<file path="config.mk">
export PLATFORM = sky130hd
export DESIGN_NAME = gcd_isqrt
export DESIGN_NICKNAME = d
export VERILOG_FILES = /design/src/assert_macros.svh /design/src/gcd_isqrt.sv
export SDC_FILE = /design/constraint.sdc
export NUM_CORES = 2
export LEC_CHECK = 0
export BUFFER_PORTS_ARGS = -buffer_cell sky130_fd_sc_hd__buf_2
export CELL_PAD_IN_SITES_DETAIL_PLACEMENT = 1
export CELL_PAD_IN_SITES_GLOBAL_PLACEMENT = 1
export CORE_ASPECT_RATIO = 2
export CORE_MARGIN = 3
export CORE_UTILIZATION = 50
export CTS_CLUSTER_DIAMETER = 30
export DETAILED_ROUTE_END_ITERATION = 16
export PLACE_DENSITY_LB_ADDON = 0.1
export SLEW_MARGIN = 20
export SYNTH_ARGS = -nofsm -noshare
export SYNTH_HDL_FRONTEND = slang
export SYNTH_SLANG_ARGS = --single-unit
</file>
<file path="constraint.sdc">
create_clock -name clk -period 5.1 [get_ports clk]
set_clock_uncertainty 0.2 [all_clocks]
set_input_delay 0.255 -clock clk [delete_from_list [all_inputs] [get_ports clk]]
set_output_delay 0.255 -clock clk [all_outputs]
set_load 0.01 [all_outputs]
</file>
<file path="src/assert_macros.svh">
// Assertion macros used by the great-circle distance top level.
`ifndef ASSERT_MACROS_SVH
`define ASSERT_MACROS_SVH
`ifndef NO_ASSERTIONS
// Assert that a implies b in the same cycle.
`define ASSERT_IMPL(label, clk, rst, a, b) \
  label: assert property (@(posedge clk) disable iff (rst) (a) |-> (b)) \
    else $error("assertion failed");
// Assert that a implies b in the next cycle.
`define ASSERT_NEXT(label, clk, rst, a, b) \
  label: assert property (@(posedge clk) disable iff (rst) (a) |=> (b)) \
    else $error("assertion failed");
`else
`define ASSERT_IMPL(label, clk, rst, a, b)
`define ASSERT_NEXT(label, clk, rst, a, b)
`endif
`endif

</file>
<file path="src/gcd_isqrt.sv">
// Pipelined digit-by-digit integer square root of a 61-bit value, one digit per stage.
module gcd_isqrt (
  input  logic        clk,
  input  logic        rst,
  input  logic        en,
  input  logic        in_valid,
  input  logic [60:0] in_v,
  output logic        out_valid,
  output logic [30:0] root
);

  localparam int Steps = 31;

  logic [61:0] rem [Steps+1];
  logic [61:0] res [Steps+1];
  logic        vld [Steps+1];

  assign rem[0] = {1'b0, in_v};
  assign res[0] = '0;
  assign vld[0] = in_valid;

  // One result bit per stage, bit weight 4^(30-i)
  for (genvar i = 0; i < Steps; i++) begin : g_dig
    localparam logic [61:0] Bit = 62'd1 << (2 * (Steps - 1 - i));
    logic [61:0] rn, qn;
    always_comb begin
      if (rem[i] >= res[i] + Bit) begin
        rn = rem[i] - (res[i] + Bit);
        qn = (res[i] >> 1) + Bit;
      end else begin
        rn = rem[i];
        qn = res[i] >> 1;
      end
    end
    always_ff @(posedge clk) begin
      if (rst) begin
        vld[i+1] <= 1'b0;
      end else if (en) begin
        vld[i+1] <= vld[i];
      end
      if (en) begin
        rem[i+1] <= rn;
        res[i+1] <= qn;
      end
    end
  end

  assign out_valid = vld[Steps];
  assign root      = res[Steps][30:0];

endmodule

</file>
Word-level counts from Yosys, hierarchy flattened
Cells that the tools add are included.
- $lt $le $gt $ge: 31
- add/subtract/negate cells: 90
- muxes and demuxes: 61
- operator list (kind ; count):
    $mux 61 ; 31
    $ge 62x62->1 ; 30
    $mux 62 ; 29
    $sub 62x62->62 ; 29
    $add 61x11->62 const B ; 1
    $add 61x13->62 const B ; 1
    $add 61x15->62 const B ; 1
    $add 61x17->62 const B ; 1
    $add 61x19->62 const B ; 1
    $add 61x21->62 const B ; 1
    $add 61x23->62 const B ; 1
    $add 61x25->62 const B ; 1
    $add 61x27->62 const B ; 1
    $add 61x29->62 const B ; 1
    $add 61x3->62 const B ; 1
    $add 61x31->62 const B ; 1
    $add 61x33->62 const B ; 1
    $add 61x35->62 const B ; 1
    $add 61x37->62 const B ; 1
    $add 61x39->62 const B ; 1
    $add 61x41->62 const B ; 1
    $add 61x43->62 const B ; 1
    $add 61x45->62 const B ; 1
    $add 61x47->62 const B ; 1
    43 further kinds ; 43
- output and inout port bits: 32
- register bits: 3782
- bits of input ports: 65
- word-level logic and storage cells: 304

Depth between registers and ports, before layout
- word-level depth: 3
- gate-level depth with buffers: 14
- mapped depth without buffers: 13

Least setup slack after synthesis
No wires, ideal clock.
- path kind: reg-to-reg
- start: register rem[640] (netlist bit)
- end: register rem[619] (netlist bit) (data pin)
- stages on the path, launching flop included: 14
- data arrival time: 3378 ps
- library setup time: 266 ps
- buffers on the path: 2
- slack: 1256 ps
- period minus slack after synthesis: 3844 ps
- data required time: 4634 ps
- cells stage by stage: edfxtp_1 -> ha_1 -> nor2b_1 -> o21ai_0 -> a21oi_1 -> o31a_1 -> or3b_2 -> a311o_1 -> a311o_1 -> clkbuf_1 -> o211ai_1 -> clkbuf_1 -> nor3_1 -> xor2_1
- word-level cells in the longest chain between the ends: 2
- elaborated cells on any way between the ends: 3
- those cells by class: add/sub: 1; order compare: 1; mux: 1
- ends and longest elaborated chain (element ; RTL line ; text):
    start, declared ; gcd_isqrt.sv:14 ; logic [61:0] rem [Steps+1];
    start signal, assigned by index ; gcd_isqrt.sv:42 ; rem[i+1] <= rn;
    $sub 62x62->62 or $ge 62x62->1 (tied branches) ; gcd_isqrt.sv:28, gcd_isqrt.sv:27 ;
    $mux 62 * ; gcd_isqrt.sv:27 ; if (rem[i] >= res[i] + Bit) begin
    named net g_dig[21].rn[61] ; gcd_isqrt.sv:25 ; logic [61:0] rn, qn;
Mark *: on every way through the listed nets, which the timed path passes. The rest lies on a longest branch.
A chain may end at the register's enable or synchronous reset.

Worst setup path after layout
- start: register rem[270] (netlist bit)
- end: register rem[202] (netlist bit) (data pin)
- word-level cells in the longest chain between the ends: 2
- ends and longest elaborated chain (element ; RTL line):
    $ge 62x62->1 ; gcd_isqrt.sv:27
    $mux 62 ; gcd_isqrt.sv:27
    named net g_dig[27].rn[16] ; gcd_isqrt.sv:25
The timed path passes the listed nets, and every way through them passes these cells.

==> impl_metrics.csv <==
group,metric,value,unit
setup_path,reg2reg_to,"rem[202]",
cts,clk-insertion-delay-late,0.89,ns
logic_synthesis,yosysWarnings,0,
setup_path,path_class,"reg2reg",
layout,syn_to_final_growth,17.5,%
layout,fin_cells,13100,
route,drc,0,
timing,fin_setup_tns,0,ns
pwr,finalPower,65.6,mW
cts,cts_tree,"done",
hold_path,hp-start,"rst",
run,cap_violations,0,
timing,max_slew_margin,17.0,%
timing,finalWorstSetupSlack,0.147,ns
route,drt_iter0_drc,4283,
floorplanning,ios,97,
outcome,status,"finished, final reports clean",
logic_synthesis,ys_top_cells_by_area,"edfxtp_1 62%, ha_1 5.8%, xnor2_1 3.2%",
route,drt-wirelength-per-cell,31.8,um
logic_synthesis,synth-async-reset-ratio,0,%
setup_path,crit_fanout,31,
layout,nets,10300,
grt,grt_max_degree,170,
setup_path,cp-end-kind,"flip-flop",
setup_path,startpoint_type,"flip-flop",
route,drt_pass1_iterations,5,
placed_design,port_buffers,96,
cts,htree_levels,5,
logic_synthesis,synth_edf_count,2356,
pwr,powerDensity,492,nW/um^2
placed_design,dp_cells,12200,
placed_design,dp_hpwl,319000,um
layout,drive_above_1_share,11.9,%
pwr,leakage,50.9,nW
grt,grtUsageTotal,35.5,%
floorplanning,placeableCoreArea,225000,um^2
timing,setup_viol,0,
logic_synthesis,synth-seq-area-share,62.9,%
pwr,peakVddDrop,0.398,mV
floorplanning,die_h,680,um
logic_synthesis,yosysTopAreaCell,"edfxtp_1",
logic_synthesis,yosysUniqueCellTypes,93,
logic_synthesis,synthCells,9005,
route,vias,78600,
floorplanning,die_area,233000,um^2
cts,cts_buffer_depth,4,
timing,rsz0062_at_grt,"no",
setup_path,r2r_cells,12,
cts,cts_inserted_buffers,336,
cts,root_buffer,"clkbuf_16",
grt,grt_pass1_wl,585000,um
cts,cts.clk_slew.worst_paths,0.05,ns
cts,post_cts_buffers,0,
route,drt_wl_total,415000,um
setup_path,arrival,5.34,ns
timing,fin_crit_sh,97.1,%
timing,fin_crit,4.95,ns
timing,max_freq,202,MHz
grt,gr-total-overflow,0,
route,viasPerCell,6.02,
setup_path,rrSetupSlack,0.15,ns
logic_synthesis,syn_avg_cell_area,12.6,um^2
logic_synthesis,synth_top_flop_cell,"edfxtp_1",
timing,hold_violations,0,
timing,worst_hold_slack,0.177,ns
setup_path,crit_end,"rem[202]",
grt,grt_pass1_vias,88300,
logic_synthesis,synth.top_cell.area_share,62.4,%
placed_design,gp_congestion,1.02,
floorplanning,row_count,246,
floorplanning,die_w,343,um
grt,antenna_found_initial,31,
setup_path,worst_ep_required_time,5.49,ns
setup_path,r2r-start,"rem[270]",
hold_path,hp-class,"in2reg",
floorplanning,initial_core_util,50.4,%
logic_synthesis,synth_seq_cells,2387,
placed_design,place_ws,0.308,ns
setup_path,startpoint,"rem[270]",
route,ant_nets,0,
logic_synthesis,syn_area,113000,um^2
timing,tightestPinTransition,1.23,ns
cts,cts_sinks,2387,
timing,slew_violations,0,
-- worst min path at each step --
stage	cells after the start	endpoint	slack (ns)
2_1_floorplan	1	out_valid	0.13
3_3_place_gp	0	rem[1201]	0.22
3_5_place_dp	0	rem[1373]	0.23
4_1_cts	3	vld[6]	0.14
5_1_grt	3	vld[19]	0.22
6_report	3	vld[21]	0.18
-- cell families (layout without fill, tap and decap cells) --
| group | Yosys count | count (layout) | share of synthesized area [%] |
|---|---|---|---|
| compound gates | 1676 | 1676 | 9.05 |
| buf+inv | 826 | 1817 | 2.76 |
| simple gates | 2662 | 2662 | 12.1 |
| flops | 2387 | 2387 | 62.9 |
| xor+xnor | 815 | 815 | 6.29 |
| mux | 115 | 115 | 1.09 |
| fa+ha+maj | 523 | 523 | 5.77 |
| other cells | 1 | 80 | 0.00331 |
-- cells in the mapped netlist, types with 20 or more instances --
cell / count
nand4_1: 131
nor2b_1: 74
or4_1: 61
nor4_1: 305
xor2_1: 402
or3_1: 87
inv_1: 642
nand2_1: 578
nand4b_1: 24
nor3_1: 260
xnor2_1: 413
nand3b_1: 21
nor2_1: 584
a21boi_0: 21
o31ai_1: 39
clkbuf_1: 155
ha_1: 523
a21oi_1: 535
nand3_1: 165
a31oi_1: 52
or2_2: 38
and3_1: 50
a211oi_1: 52
mux2i_1: 43
nor4b_1: 46
nand2b_1: 123
nor3b_1: 20
o21ai_0: 460
o21a_1: 88
a21o_1: 193
and2_1: 37
edfxtp_1: 2356
o211ai_1: 27
mux2_2: 72
dfxtp_1: 31
o21bai_1: 44
-- stage by stage --
step                      cell area, um^2  util, %
final                              133000     59.3
after global routing               133000     59.2
after CTS                          133000     59.2
after detailed placement           120000     53.4
after global placement             120000     53.4
after floorplan                    113000        -
-- metal layers --
layer	GRT usage, %	up-vias	part of all wire, %
li1	-	35200	-
met1	21.4	39200	23
met2	71.1	2447	58
met3	6.13	1719	3.5
met4	46.5	10	16
met5	0	-	0.015
-- cell type report --
type / instances / area [um^2]
fillers: 22000 / 91700
flip-flops and latches: 2387 / 71400
multi-input cells: 5793 / 39200
clock buffers: 353 / 8540
repair buffers: 574 / 4810
well taps: 2976 / 3720
clock inverters: 246 / 3040
inverters: 644 / 2420
diodes: 78 / 195
-- registers in the layout (all words and copies together) (netlist names) --
signal / cells
out_valid: 1
rem: 1860
res: 465
root: 31
vld: 30
-- repair_timing --
action                                  4_1_cts  5_1_grt
gates resized for setup                       0        2
endpoints found under the hold margin       182        0
endpoints found under the setup margin        0        2
hold buffers                                127        0
-- placed cells by master, fill, tap and decap left out, drive strengths merged, types with 44 or more instances in the layout --
cell type / synthesis / layout
o21a: 88 / 88
edfxtp: 2356 / 2356
and3: 50 / 50
xnor2: 413 / 413
clkbuf: 155 / 353
a21o: 193 / 193
nor2: 585 / 585
a31oi: 52 / 52
nand3: 166 / 166
dlygate4sd3: 0 / 127
nor4: 308 / 308
xor2: 402 / 402
diode: 0 / 78
nor4b: 47 / 47
o21bai: 44 / 44
inv: 643 / 715
or3: 88 / 88
buf: 27 / 447
or4: 63 / 63
clkinv: 1 / 107
mux2: 72 / 72
a211oi: 52 / 52
nor3: 260 / 260
nand4: 131 / 131
o21ai: 464 / 464
nand2b: 123 / 123
nand2: 578 / 578
a21oi: 535 / 535
nor2b: 74 / 74
ha: 523 / 523
-- power breakdown --
group          leakage [nW]  total [mW]  internal, mW  switching, mW
Clock                  5.60        24.3          14.7           9.60
Sequential             22.9        27.2          24.8           2.42
Combinational          22.4        14.1          5.32           8.79
Total                  50.9        65.6          44.8           20.8
-- worst max-delay path: stages (launching register included) --
cell      delay [ns]
edfxtp_1        0.40
ha_1            0.39
and3_1          0.26
a221o_1         0.42
a31o_2          0.24
a221o_1         0.33
a21oi_1         0.46
o41a_1          0.41
o21a_1          0.46
clkinv_1        0.39
buf_4           0.36
nor2_1          0.20
a21oi_1         0.07
Power figures use the tool's default switching activity.
